**config.mk**
```make
export PLATFORM = sky130hd
export DESIGN_NAME = circle_scanline_window_spans_unit
export DESIGN_NICKNAME = d
export VERILOG_FILES = /design/src/hw/rtl/csws_pkg.sv /design/src/hw/rtl/csws_ram.sv /design/src/hw/rtl/circle_scanline_window_spans_unit.sv
export SDC_FILE = /design/constraint.sdc
export NUM_CORES = 2
export LEC_CHECK = 0
export BUFFER_PORTS_ARGS = -buffer_cell sky130_fd_sc_hd__clkbuf_2
export CAP_MARGIN = 20
export CORE_ASPECT_RATIO = 0.6
export CORE_UTILIZATION = 50
export CTS_CLUSTER_DIAMETER = 200
export CTS_CLUSTER_SIZE = 30
export DETAILED_ROUTE_END_ITERATION = 16
export PLACE_DENSITY = 0.77
export SETUP_SLACK_MARGIN = 0.3
export SLEW_MARGIN = 15
export SYNTH_ARGS = -nofsm -noshare
export SYNTH_HDL_FRONTEND = slang
export SYNTH_SLANG_ARGS = --single-unit
```
**constraint.sdc**
```tcl
create_clock -name clk_i -period 10.31 [get_ports clk_i]
set_clock_uncertainty 0.1 [all_clocks]
set_input_delay 1.5465 -clock clk_i [delete_from_list [all_inputs] [get_ports clk_i]]
set_output_delay 1.5465 -clock clk_i [all_outputs]
set_load 0.02 [all_outputs]
```
**src/hw/rtl/csws_pkg.sv**
```systemverilog
package csws_pkg;

  // Store geometry
  localparam int LAST_LINE  = 160;
  localparam int LINE_DEPTH = LAST_LINE + 1;
  localparam int LINE_AW    = $clog2(LINE_DEPTH);

  // Field widths
  localparam int COORD_W  = 10;
  localparam int RADIUS_W = 8;
  localparam int INDEX_W  = 8;
  localparam int EDGE_W   = 8;
  localparam int ENTRY_W  = 2 * EDGE_W;
  localparam int EDGE_MAX = 255;

  // Working widths: center +/- radius, walk error term
  localparam int ROW_W = 12;
  localparam int ERR_W = 12;

  // Command and reply codes
  localparam logic CMD_DRAW = 1'b0;
  localparam logic CMD_READ = 1'b1;

  localparam logic REPLY_DRAW = 1'b0;
  localparam logic REPLY_READ = 1'b1;

endpackage

```
**src/hw/rtl/csws_ram.sv**
```systemverilog
module csws_ram #(
  parameter int Width = 16,
  parameter int Depth = 161
) (
  input  logic                     clk_i,
  input  logic                     we_i,
  input  logic [$clog2(Depth)-1:0] waddr_i,
  input  logic [Width-1:0]         wdata_i,
  input  logic                     re_i,
  input  logic [$clog2(Depth)-1:0] raddr_i,
  output logic [Width-1:0]         rdata_o
);

  logic [Width-1:0] mem_q [Depth];

  always_ff @(posedge clk_i) begin
    if (we_i) begin
      mem_q[waddr_i] <= wdata_i;
    end
    if (re_i) begin
      rdata_o <= mem_q[raddr_i];
    end
  end

endmodule

```
**src/hw/rtl/circle_scanline_window_spans_unit.sv**
```systemverilog
// Circle scanline window store.
//
// Command channel: a word is taken at a rising edge with start_i high and
// busy_o low. command_i selects a circle draw (center_x_i, center_y_i,
// radius_i) or the read of one line entry (line_index_i).
// Result channel: valid_o is high for exactly one cycle per command and the
// word on reply_kind_o, left_edge_o, right_edge_o is taken at the edge that
// ends that cycle. Nothing on the result side can stall the block.
//
// Timing: a read is taken into the line store's registered read port at
// acceptance, and its result word is registered from ST_READ. A draw runs the
// midpoint walk with one line-store write port, one span per cycle, four spans
// per walk step, plus a final loop test; a draw takes about radius/1.41 + 1 walk steps (182 at radius 255).
// busy_o stays high from acceptance until the result cycle; the next command
// may be taken during the result cycle. One command is in work at a time.
//
// Reset: the per-line valid flags clear at once, so every line reads as zero
// right after reset; no clearing pass is needed and the block can take a
// command as soon as reset is released.
module circle_scanline_window_spans_unit (
  input  logic                                clk_i,
  input  logic                                rst_ni,
  input  logic                                start_i,
  output logic                                busy_o,
  input  logic                                command_i,
  input  logic signed [csws_pkg::COORD_W-1:0] center_x_i,
  input  logic signed [csws_pkg::COORD_W-1:0] center_y_i,
  input  logic [csws_pkg::RADIUS_W-1:0]       radius_i,
  input  logic [csws_pkg::INDEX_W-1:0]        line_index_i,
  output logic                                valid_o,
  output logic                                reply_kind_o,
  output logic [csws_pkg::EDGE_W-1:0]         left_edge_o,
  output logic [csws_pkg::EDGE_W-1:0]         right_edge_o
);

  typedef enum logic [1:0] {
    ST_IDLE,
    ST_WALK,
    ST_READ
  } state_e;

  localparam int RW = csws_pkg::ROW_W;
  localparam int EW = csws_pkg::ERR_W;
  localparam int AW = csws_pkg::LINE_AW;

  state_e state_q, state_d;
  logic [1:0] phase_q, phase_d;

  logic signed [RW-1:0] cx_q, cx_d;
  logic signed [RW-1:0] cy_q, cy_d;
  logic signed [RW-1:0] xy_q, xy_d;
  logic signed [RW-1:0] yx_q, yx_d;
  logic signed [EW-1:0] err_q, err_d;
  logic [AW-1:0]        idx_q, idx_d;
  logic                 idx_ok_q, idx_ok_d;

  logic                 line_valid_q [csws_pkg::LINE_DEPTH];

  logic                            res_valid_q, res_valid_d;
  logic                            kind_q, kind_d;
  logic [csws_pkg::EDGE_W-1:0]     left_q, left_d;
  logic [csws_pkg::EDGE_W-1:0]     right_q, right_d;

  logic                            accept;
  logic                            read_in_range;
  logic signed [RW-1:0]            row;
  logic signed [RW-1:0]            span_l;
  logic signed [RW-1:0]            span_r;
  logic                            row_ok;
  logic                            ram_we;
  logic [AW-1:0]                   ram_waddr;
  logic [csws_pkg::ENTRY_W-1:0]    ram_wdata;
  logic                            ram_re;
  logic [csws_pkg::ENTRY_W-1:0]    ram_rdata;
  logic signed [EW-1:0]            err_step;

  function automatic logic [csws_pkg::EDGE_W-1:0] clamp_edge(logic signed [RW-1:0] e);
    logic [csws_pkg::EDGE_W-1:0] r;
    if (e < 0) begin
      r = '0;
    end else if (e > RW'(csws_pkg::EDGE_MAX)) begin
      r = csws_pkg::EDGE_W'(csws_pkg::EDGE_MAX);
    end else begin
      r = e[csws_pkg::EDGE_W-1:0];
    end
    return r;
  endfunction

  assign accept        = start_i && (state_q == ST_IDLE);
  assign read_in_range = {1'b0, line_index_i} <= (csws_pkg::INDEX_W + 1)'(csws_pkg::LAST_LINE);

  // Span for the current quadrant pair
  always_comb begin
    unique case (phase_q)
      2'd0: begin
        row    = cy_q - yx_q;
        span_l = cx_q - xy_q;
        span_r = cx_q + xy_q;
      end
      2'd1: begin
        row    = cy_q + yx_q;
        span_l = cx_q - xy_q;
        span_r = cx_q + xy_q;
      end
      2'd2: begin
        row    = cy_q - xy_q;
        span_l = cx_q - yx_q;
        span_r = cx_q + yx_q;
      end
      default: begin
        row    = cy_q + xy_q;
        span_l = cx_q - yx_q;
        span_r = cx_q + yx_q;
      end
    endcase
  end

  assign row_ok    = (row >= 0) && (row <= RW'(csws_pkg::LAST_LINE));
  assign ram_we    = (state_q == ST_WALK) && (xy_q >= yx_q) && row_ok;
  assign ram_waddr = row[AW-1:0];
  assign ram_wdata = {clamp_edge(span_l), clamp_edge(span_r)};
  assign ram_re    = accept && (command_i == csws_pkg::CMD_READ) && read_in_range;
  assign err_step  = err_q - ((EW'(yx_q) <<< 1) - EW'(1));

  csws_ram #(
    .Width(csws_pkg::ENTRY_W),
    .Depth(csws_pkg::LINE_DEPTH)
  ) u_line_ram (
    .clk_i  (clk_i),
    .we_i   (ram_we),
    .waddr_i(ram_waddr),
    .wdata_i(ram_wdata),
    .re_i   (ram_re),
    .raddr_i(AW'(line_index_i)),
    .rdata_o(ram_rdata)
  );

  always_comb begin
    state_d     = state_q;
    phase_d     = phase_q;
    cx_d        = cx_q;
    cy_d        = cy_q;
    xy_d        = xy_q;
    yx_d        = yx_q;
    err_d       = err_q;
    idx_d       = idx_q;
    idx_ok_d    = idx_ok_q;
    res_valid_d = 1'b0;
    kind_d      = kind_q;
    left_d      = left_q;
    right_d     = right_q;

    unique case (state_q)
      ST_IDLE: begin
        if (accept) begin
          if (command_i == csws_pkg::CMD_DRAW) begin
            cx_d    = RW'(center_x_i);
            cy_d    = RW'(center_y_i);
            xy_d    = RW'({1'b0, radius_i});
            yx_d    = '0;
            err_d   = EW'({1'b0, radius_i});
            phase_d = 2'd0;
            state_d = ST_WALK;
          end else begin
            idx_d    = AW'(line_index_i);
            idx_ok_d = read_in_range;
            state_d  = ST_READ;
          end
        end
      end
      ST_WALK: begin
        if ((phase_q == 2'd0) && (xy_q < yx_q)) begin
          // walk over: report the finished draw
          res_valid_d = 1'b1;
          kind_d      = csws_pkg::REPLY_DRAW;
          left_d      = '0;
          right_d     = '0;
          state_d     = ST_IDLE;
        end else begin
          phase_d = phase_q + 2'd1;
          if (phase_q == 2'd3) begin
            yx_d = yx_q + RW'(1);
            if (err_step < 0) begin
              err_d = err_step + ((EW'(xy_q) - EW'(1)) <<< 1);
              xy_d  = xy_q - RW'(1);
            end else begin
              err_d = err_step;
            end
          end
        end
      end
      ST_READ: begin
        res_valid_d = 1'b1;
        kind_d      = csws_pkg::REPLY_READ;
        if (idx_ok_q && line_valid_q[idx_q]) begin
          left_d  = ram_rdata[csws_pkg::ENTRY_W-1:csws_pkg::EDGE_W];
          right_d = ram_rdata[csws_pkg::EDGE_W-1:0];
        end else begin
          left_d  = '0;
          right_d = '0;
        end
        state_d = ST_IDLE;
      end
      default: begin
        state_d = ST_IDLE;
      end
    endcase
  end

  always_ff @(posedge clk_i or negedge rst_ni) begin
    if (!rst_ni) begin
      state_q     <= ST_IDLE;
      phase_q     <= '0;
      cx_q        <= '0;
      cy_q        <= '0;
      xy_q        <= '0;
      yx_q        <= '0;
      err_q       <= '0;
      idx_q       <= '0;
      idx_ok_q    <= 1'b0;
      res_valid_q <= 1'b0;
      kind_q      <= 1'b0;
      left_q      <= '0;
      right_q     <= '0;
      for (int i = 0; i < csws_pkg::LINE_DEPTH; i++) begin
        line_valid_q[i] <= 1'b0;
      end
    end else begin
      state_q     <= state_d;
      phase_q     <= phase_d;
      cx_q        <= cx_d;
      cy_q        <= cy_d;
      xy_q        <= xy_d;
      yx_q        <= yx_d;
      err_q       <= err_d;
      idx_q       <= idx_d;
      idx_ok_q    <= idx_ok_d;
      res_valid_q <= res_valid_d;
      kind_q      <= kind_d;
      left_q      <= left_d;
      right_q     <= right_d;
      if (ram_we) begin
        line_valid_q[ram_waddr] <= 1'b1;
      end
    end
  end

  assign busy_o       = (state_q != ST_IDLE);
  assign valid_o      = res_valid_q;
  assign reply_kind_o = kind_q;
  assign left_edge_o  = left_q;
  assign right_edge_o = right_q;

`ifndef NO_ASSERTIONS
  a_result_after_work : assert property (@(posedge clk_i) disable iff (!rst_ni)
    valid_o |-> $past(busy_o))
    else $error("result without a command in work");

  a_busy_after_accept : assert property (@(posedge clk_i) disable iff (!rst_ni)
    (start_i && !busy_o) |=> (busy_o && !valid_o))
    else $error("accepted word did not start work");

  a_write_in_walk : assert property (@(posedge clk_i) disable iff (!rst_ni)
    ram_we |-> ((state_q == ST_WALK) && row_ok))
    else $error("line store written outside the walk");

  a_draw_reply_zero : assert property (@(posedge clk_i) disable iff (!rst_ni)
    (valid_o && (reply_kind_o == csws_pkg::REPLY_DRAW)) |->
      ((left_edge_o == '0) && (right_edge_o == '0)))
    else $error("draw reply carries edges");
`endif

endmodule

```
Word-level counts from Yosys, hierarchy flattened. Memories as Yosys holds them, arrays and structs flattened. A register that Yosys moved wholly into a read port is not among the register bits. Index checks and enable logic that the tools add are counted.

Bits in writable memories: 2576. Memories: 1. Word-level logic and storage cells: 285. Register bits: 248. Output and inout port bits: 19. Input bits: 40.

Memory list: u_line_ram.mem_q (words 161, width 16, rd ports 1, clocked after Yosys merged registers in 1, wr ports 1, line csws_ram.sv:14) `logic [Width-1:0] mem_q [Depth];`.

Add/subtract/negate cells: 14. Multiplexer cells: 46. Magnitude comparators: 13. Eq/ne operators: 11. Reduce and logical (&&, ||, !) cells: 22. Bitwise operators: 4.

Operators by type and width (number): 12-bit two-way mux (14); 161-bit OR (1); 12-bit one-hot mux with 2 select lines (3); 8-bit two-way mux (7); 10-bit by 12-bit adder with 12-bit output (4); 10-bit by 12-bit subtractor with 12-bit output (4); 12-bit by 1-bit < comparator with 1-bit output, second input constant (3); 12-bit one-hot mux with 3 select lines (1); 8-bit one-hot mux with 2 select lines (2); 12-bit by 9-bit greater-than comparator with 1-bit output, second input constant (2); 12-bit by 2-bit subtractor with 12-bit output, second input constant (2); 9-bit >= comparator, second input constant (2); 8-bit NOT with 9-bit output (2); 12-bit adder (1); 12-bit by 2-bit adder with 12-bit output, second input constant (1); 12-bit by 1-bit >= comparator with 1-bit output, second input constant (1); 12-bit >= comparator (1); 12-bit by 9-bit less-or-equal comparator with 1-bit output, second input constant (1); 12-bit < comparator (1); 2-bit two-way mux (6); 12-bit subtractor (1); 1-bit logical AND (9); 9-bit by 1-bit < comparator with 1-bit output, second input constant (1); 1-bit binary-select mux with 8-bit select (1); other kinds (19) (39).

Depth between registers and ports, before layout.
Word-level depth: 8. Gate-level depth with buffers: 21. Depth with buffers taken out: 18.

Modules after synthesis. A second synthesis with hierarchy kept.

Cells, all modules: 6074. Area total of the unflattened synthesis: 115714.7 µm².

Modules (own cells, without submodules): csws_ram (cells each 4669, area an instance 100771.6 µm², seq. area each 77834.6 µm², times used 1); circle_scanline_window_spans_unit (cells each 1405, area an instance 14943.1 µm², seq. area each 6206.0 µm², times used 1).

Least setup slack after synthesis. OpenSTA, ideal clock, no wires.

Path kind: flip-flop to flip-flop. Start point: reg phase_q[0]. End point: mem u_line_ram.mem_q[0][11], data pin. Path buffers: 2. Library setup time: 1.067 ns. Path slack: 1.271 ns. Arrival time: 7.873 ns. Stages on the path, launching flop included: 15. Period minus slack after synthesis: 9.039 ns. Required time: 9.143 ns. Cell sequence: dfrtp_1 > inv_1 > ha_1 > nor2_1 > clkbuf_1 > mux2_2 > ha_1 > clkbuf_1 > or4_1 > a311oi_1 > o21bai_1 > a21oi_1 > o31ai_1 > xor2_1 > a21oi_1.

Cells in the longest elaborated chain, start to end: 6. Elaborated cells between the ends (all ways): 8. Those cells by class: 2 x order compare; 1 x eq/ne; 3 x mux; 2 x reduce/logical.

RTL lines: from (decl) (line circle_scanline_window_spans_unit.sv:47) `logic [1:0] phase_q, phase_d;`; from (signal assigned) (line circle_scanline_window_spans_unit.sv:230) `phase_q <= phase_d;`; 2-bit by 1-bit == test with 1-bit output or 2-bit logical NOT (tied branches) (line circle_scanline_window_spans_unit.sv:94) `unique case (phase_q)`; 2-bit OR reduction (no line) *; 12-bit two-way mux *; 12-bit by 9-bit greater-than comparator with 1-bit output (line circle_scanline_window_spans_unit.sv:81) `end else if (e > RW'(csws_pkg::EDGE_MAX)) begin`; 8-bit two-way mux (line circle_scanline_window_spans_unit.sv:81); 8-bit two-way mux * (line circle_scanline_window_spans_unit.sv:79) `if (e < 0) begin`; named net ram_wdata (one bit) (line circle_scanline_window_spans_unit.sv:72) `logic [csws_pkg::ENTRY_W-1:0] ram_wdata;`; to (decl) (line csws_ram.sv:14).

The timed path passes the listed nets; every way through them passes the cells marked *.

Final worst setup path.
Start point: reg xy_q[0]. End point: mem u_line_ram.mem_q[108][5] (enable).

Cells in the longest elaborated chain, start to end: 7. Elaborated cells between the ends (all ways): 11. Those cells by class: 2 x add/sub; 3 x order compare; 3 x mux; 3 x reduce/logical.

RTL lines: from (decl) (line circle_scanline_window_spans_unit.sv:51) `logic signed [RW-1:0] xy_q, xy_d;`; from (signal assigned) (line circle_scanline_window_spans_unit.sv:233) `xy_q <= xy_d;`; 10-bit by 12-bit adder with 12-bit output or 10-bit by 12-bit subtractor with 12-bit output (tied branches) (line circle_scanline_window_spans_unit.sv:111, circle_scanline_window_spans_unit.sv:106); 12-bit one-hot mux with 3 select lines (line circle_scanline_window_spans_unit.sv:94); 12-bit by 1-bit >= comparator with 1-bit output or 12-bit by 9-bit less-or-equal comparator with 1-bit output (tied branches) (line circle_scanline_window_spans_unit.sv:118) `assign row_ok = (row >= 0) && (row <= RW'(csws_pkg::LAST_LINE));`; 1-bit logical AND (line circle_scanline_window_spans_unit.sv:118); 1-bit logical AND (line circle_scanline_window_spans_unit.sv:119) `assign ram_we = (state_q == ST_WALK) && (xy_q >= yx_q) && row_ok;`; 1-bit two-way mux (line csws_ram.sv:17) `if (we_i) begin`; 1-bit two-way mux (not written as such) (line csws_ram.sv:18) `mem_q[waddr_i] <= wdata_i;`.

Several ways; a longest one is shown, not always the timed one.

==> results by stage <==
Run status:
- The flow ran to the end, and the final reports show no timing, DRC or antenna violations.

Placed design:
- After legalization and detailed placement, the total HPWL measured 192,700 um.
- Input and output buffers added on the ports amount to 58.
- The global placement routability congestion is 0.9538.
- The instance count after placement with tap cells included is 8,578.

Final layout:
- Cells fill 54.26% of the core in the end.
- The post-route netlist has 26.36% of its cells at a drive strength greater than 1.
- The count of filler cells inserted in the layout is 16,590.
- The non-filler instance count after layout is 8,751.
- The layout overhead on the synthesized area is 7.632%.
- The net count of the finished layout is 5,811.

Clocking:
- Once the clock tree was built, the setup fixing pass inserted 0 buffers.
- The number of hold-repair buffers added at the cts stage is 0.
- CTS built an H-tree with a depth of 3.
- The CTS tree is done.
- The number of gates resized after CTS is 0.
- The root buffer selected by CTS is sky130_fd_sc_hd__clkbuf_16.
- The total CTS buffers is 104.
- After clock tree synthesis, the clock-pin slew on the worst setup and hold paths is 0.15 ns.
- The clock net in this run drives a total of 2,840 sinks.
- The maximum number of buffers from clock root to sink is 3.
- Clock latency on the worst-skew pair, taken at its later pin, is 0.79 ns.

Die:
- The effective utilization at floorplan is 50.41%.
- The area enclosed by the die boundary is 229,800 um2.
- The overall die width is 618.3 um.
- The site row count is 135.
- The top-level port count is 59.
- The core outline area is 226,000 um2.
- The overall die height is 371.8 um.

Yosys:
- Sequential cells were found to cover 73.76% of the synthesized design area.
- The count of cell types in the netlist is 74.
- Counting every instance in the synthesized netlist gives 5,582.
- The cell type with the largest total area after synthesis is sky130_fd_sc_hd__edfxtp_1.
- The prevailing post-synth register cell is sky130_fd_sc_hd__edfxtp_1.
- The mean cell area of the mapped netlist is 20.41 um2.
- Synthesis inferred 2,840 register bits.
- The synthesized design contains 2,592 enable-type register cells.
- The commonest cells after synthesis are sky130_fd_sc_hd__edfxtp_1 (2,592), sky130_fd_sc_hd__mux4_2 (762), sky130_fd_sc_hd__dfrtp_1 (248).
- The async set or reset register ratio after synthesis is 8.732%.
- Yosys printed 0 warnings.
- Summing every instance area after synthesis gives 113,900 um2.
- The most instantiated library cell after synthesis is sky130_fd_sc_hd__edfxtp_1.
- Yosys attributes the largest share of cell area to sky130_fd_sc_hd__edfxtp_1 (68%), sky130_fd_sc_hd__mux4_2 (15%), sky130_fd_sc_hd__dfrtp_1 (5.4%), sky130_fd_sc_hd__ha_1 (0.94%), sky130_fd_sc_hd__mux2_2 (0.83%).
- When the netlist entered floorplanning its net count stood at 5,713.
- The top cell type by area accounts for 68.32% of the synthesized area.

Timing:
- The count of endpoints failing hold in the final timing report is 0.
- The slew at the pin with the worst max-slew slack is 1.355 ns.
- Setup repair after global routing left no endpoint under its margin.
- Setup violations remaining at the end of the flow were counted as 0.
- The number of slew-limit violations in the final report is 0.
- Headroom to the max-slew limit came out at 9.682%.
- For the final routed database, the setup TNS stands at 0 ns.
- The minimum clock period is 6.897 ns.
- Timing would allow up to 0.1450 GHz.
- In the finished design, the share of the clock period the worst path needs comes to 66.89%.

Power and ir drop:
- The part of the power in combinational logic is 35.2%.
- The analysis attributes to cell leakage a power of 39.18 nW.
- The design draws 35.48 mW.
- The total internal power is 21.88 mW.
- The power per unit of standard cell area is 289.3 nW/um2.
- The peak supply drop is 969.3 uV.
- The clock network accounts for 14.9% of the total power.
- In this run switching power makes up 38.33% of total power.
- The proportion of power drawn by flip-flops and latches is 49.9%.
- The net switching component of the power is 13.60 mW.

Critical path:
- The count of cells along the worst register-to-register path is 15.
- The setup path with the least slack is of type flop to flop.
- The worst setup path is captured at a flop.
- In this run the critical register-to-register path is captured at u_line_ram.mem_q[108][5]$_DFFE_PP_.
- The critical path startpoint is xy_q[0]$_DFFE_PN0P_.
- The slack of the worst reg-to-reg path is 3.41 ns.
- Data on the critical path is required at its endpoint by 10.61 ns.
- At the worst endpoint, the arrival time is 7.19 ns.
- The worst setup path is launched from a flop.
- The reg-to-reg startpoint is xy_q[0]$_DFFE_PN0P_.
- The peak fanout along the critical path is 26.

Min path:
- The origin of the worst min-delay path is line_valid_q[104]$_DFFE_PN0P_.
- The hold path depth is 1.
- The class of the worst hold path is flop to flop.
- The worst-case hold path end point is line_valid_q[104]$_DFFE_PN0P_.

Global routing:
- The via count of the first global-routing pass is 57,840.
- Global routing consumed, over all layers together, 27.23% of the routing resources.
- The total overflow reported by the global router is 0.
- The first global-routing pass estimated 441,000 um of wire.
- The number of antenna violations at the first check in global routing came to 18.
- Entering global routing, the biggest net connects 162 pins.

Flow run:
- The number of violations of the max-capacitance limit is 0.

Drt:
- The post-detailed-route via-to-cell ratio is 6.935.
- After detailed routing, the total wire length is 313,900 um.
- The number of remaining DRC errors is 0.
- The number of nets still failing antenna checks after routing is 0.
- The highest layer used for signal routing is met5.
- The detailed-route via count is 60,690.
- The routed design uses 128,500 um of met2 wire.
- The post-detailed-route wirelength per cell is 35.87 um.
- The total iterations of the first detailed-routing run is 9.
- The detailed route wirelength on metal3 is 55,390 um.
- The detailed router finished its first iteration with 11,240 violations.
- The detailed router put a total of 119,400 um of wire on met1.
through the flow:
step / setup slack (ns) / hold WS (ns) / area (um2)
final: 3.413 / 0.3743 / 122600
after CTS: 3.492 / 0.3764 / 122500
after global routing: 3.124 / 0.3915 / 122600
after global placement: 3.675 / 0.3417 / 119600
after detailed placement: 3.569 / 0.3496 / 119600
after floorplan: 1.271 / 0.3256 / 113900
sequential cells by signal (all words and copies together) (netlist names), 2 cells and up:
register	flops
xy_q	12
idx_q	8
u_line_ram.mem_q	2576
yx_q	12
err_q	12
u_line_ram.rdata_o	16
left_edge_o	8
right_edge_o	8
cy_q	10
cx_q	10
state_q	2
line_valid_q	161
phase_q	2
how the worst max path moves through the flow:
stage	end	slack [ns]	depth (start not counted)
2_1_floorplan	u_line_ram.mem_q[0][11]$_DFFE_PP_	1.27	14
3_3_place_gp	u_line_ram.mem_q[71][0]$_DFFE_PP_	3.67	15
3_5_place_dp	u_line_ram.mem_q[129][15]$_DFFE_PP_	3.57	16
4_1_cts	u_line_ram.mem_q[68][15]$_DFFE_PP_	3.49	16
5_1_grt	u_line_ram.mem_q[33][8]$_DFFE_PP_	3.12	16
6_report	u_line_ram.mem_q[108][5]$_DFFE_PP_	3.41	15
cells by family after synthesis:
| logic type | share of synthesized area (%) |
|---|---|
| mux | 16.55 |
| simple gates | 2.681 |
| flops | 73.76 |
| compound gates | 3.944 |
| xor+xnor | 0.5820 |
| buf+inv | 1.446 |
| fa+ha+maj | 1.032 |
power by group through the flow:
stage                     logic, mW  registers [mW]  clock network (mW)
after detailed placement       11.9            17.9                   0
after floorplan                5.94            18.3                   0
after global routing           12.9            17.7                5.63
after global placement         11.4            17.9                   0
final                          12.5            17.7                5.27
after CTS                      12.0            17.7                5.28
layer usage:
layer  global-route usage (%)  vias up
li1                         -    23270
met1                    40.96    31670
met2                    36.57     5194
met3                    10.90      548
met4                    7.574       14
met5                   0.9091        -
cells in the final DEF (no fill, tap or decap), types with 52 or more instances in the layout:
cell type                   instances
sky130_fd_sc_hd__edfxtp_1        2592
sky130_fd_sc_hd__mux4_2           762
sky130_fd_sc_hd__dfrtp_1          246
sky130_fd_sc_hd__buf_4            235
sky130_fd_sc_hd__nand2_1          153
sky130_fd_sc_hd__nor2_1           130
sky130_fd_sc_hd__clkbuf_16        106
sky130_fd_sc_hd__nor3_2            92
sky130_fd_sc_hd__ha_1              86
sky130_fd_sc_hd__mux2_2            84
sky130_fd_sc_hd__a21oi_1           76
sky130_fd_sc_hd__o21ai_0           75
sky130_fd_sc_hd__mux2i_1           75
sky130_fd_sc_hd__inv_1             73
sky130_fd_sc_hd__o21bai_1          69
sky130_fd_sc_hd__clkbuf_1          52
sky130_fd_sc_hd__clkbuf_2          52
final cells by class:
| class | count | area, um2 | area share [%] |
|---|---|---|---|
| Inverter | 75 | 281.5 | 0.2296 |
| Clock inverter | 4 | 45.04 | 0.03673 |
| Tap cell | 3014 | 3771 | 3.075 |
| Antenna cell | 1 | 2.502 | 0.002041 |
| Timing Repair Buffer | 317 | 2485 | 2.026 |
| Multi-Input combinational cell | 2342 | 29150 | 23.77 |
| Clock buffer | 158 | 2848 | 2.322 |
| Sequential cell | 2840 | 84040 | 68.54 |
worst max-delay path: stages, from the launching register on:
cell and delay, ns:
sky130_fd_sc_hd__dfrtp_1 0.47, sky130_fd_sc_hd__inv_1 0.19, sky130_fd_sc_hd__ha_1 0.22, sky130_fd_sc_hd__nor3b_1 0.51, sky130_fd_sc_hd__xor2_1 0.21, sky130_fd_sc_hd__mux2_2 0.36
sky130_fd_sc_hd__ha_1 0.41, sky130_fd_sc_hd__nand2_1 0.10, sky130_fd_sc_hd__a211oi_1 0.47, sky130_fd_sc_hd__nor2b_1 0.18, sky130_fd_sc_hd__xnor2_1 0.38, sky130_fd_sc_hd__nand2_1 0.75
sky130_fd_sc_hd__nor2_1 0.71, sky130_fd_sc_hd__nand4_1 0.24, sky130_fd_sc_hd__buf_4 0.32, sky130_fd_sc_hd__nor2_2 0.83
(Power assumes the default switching activity.)
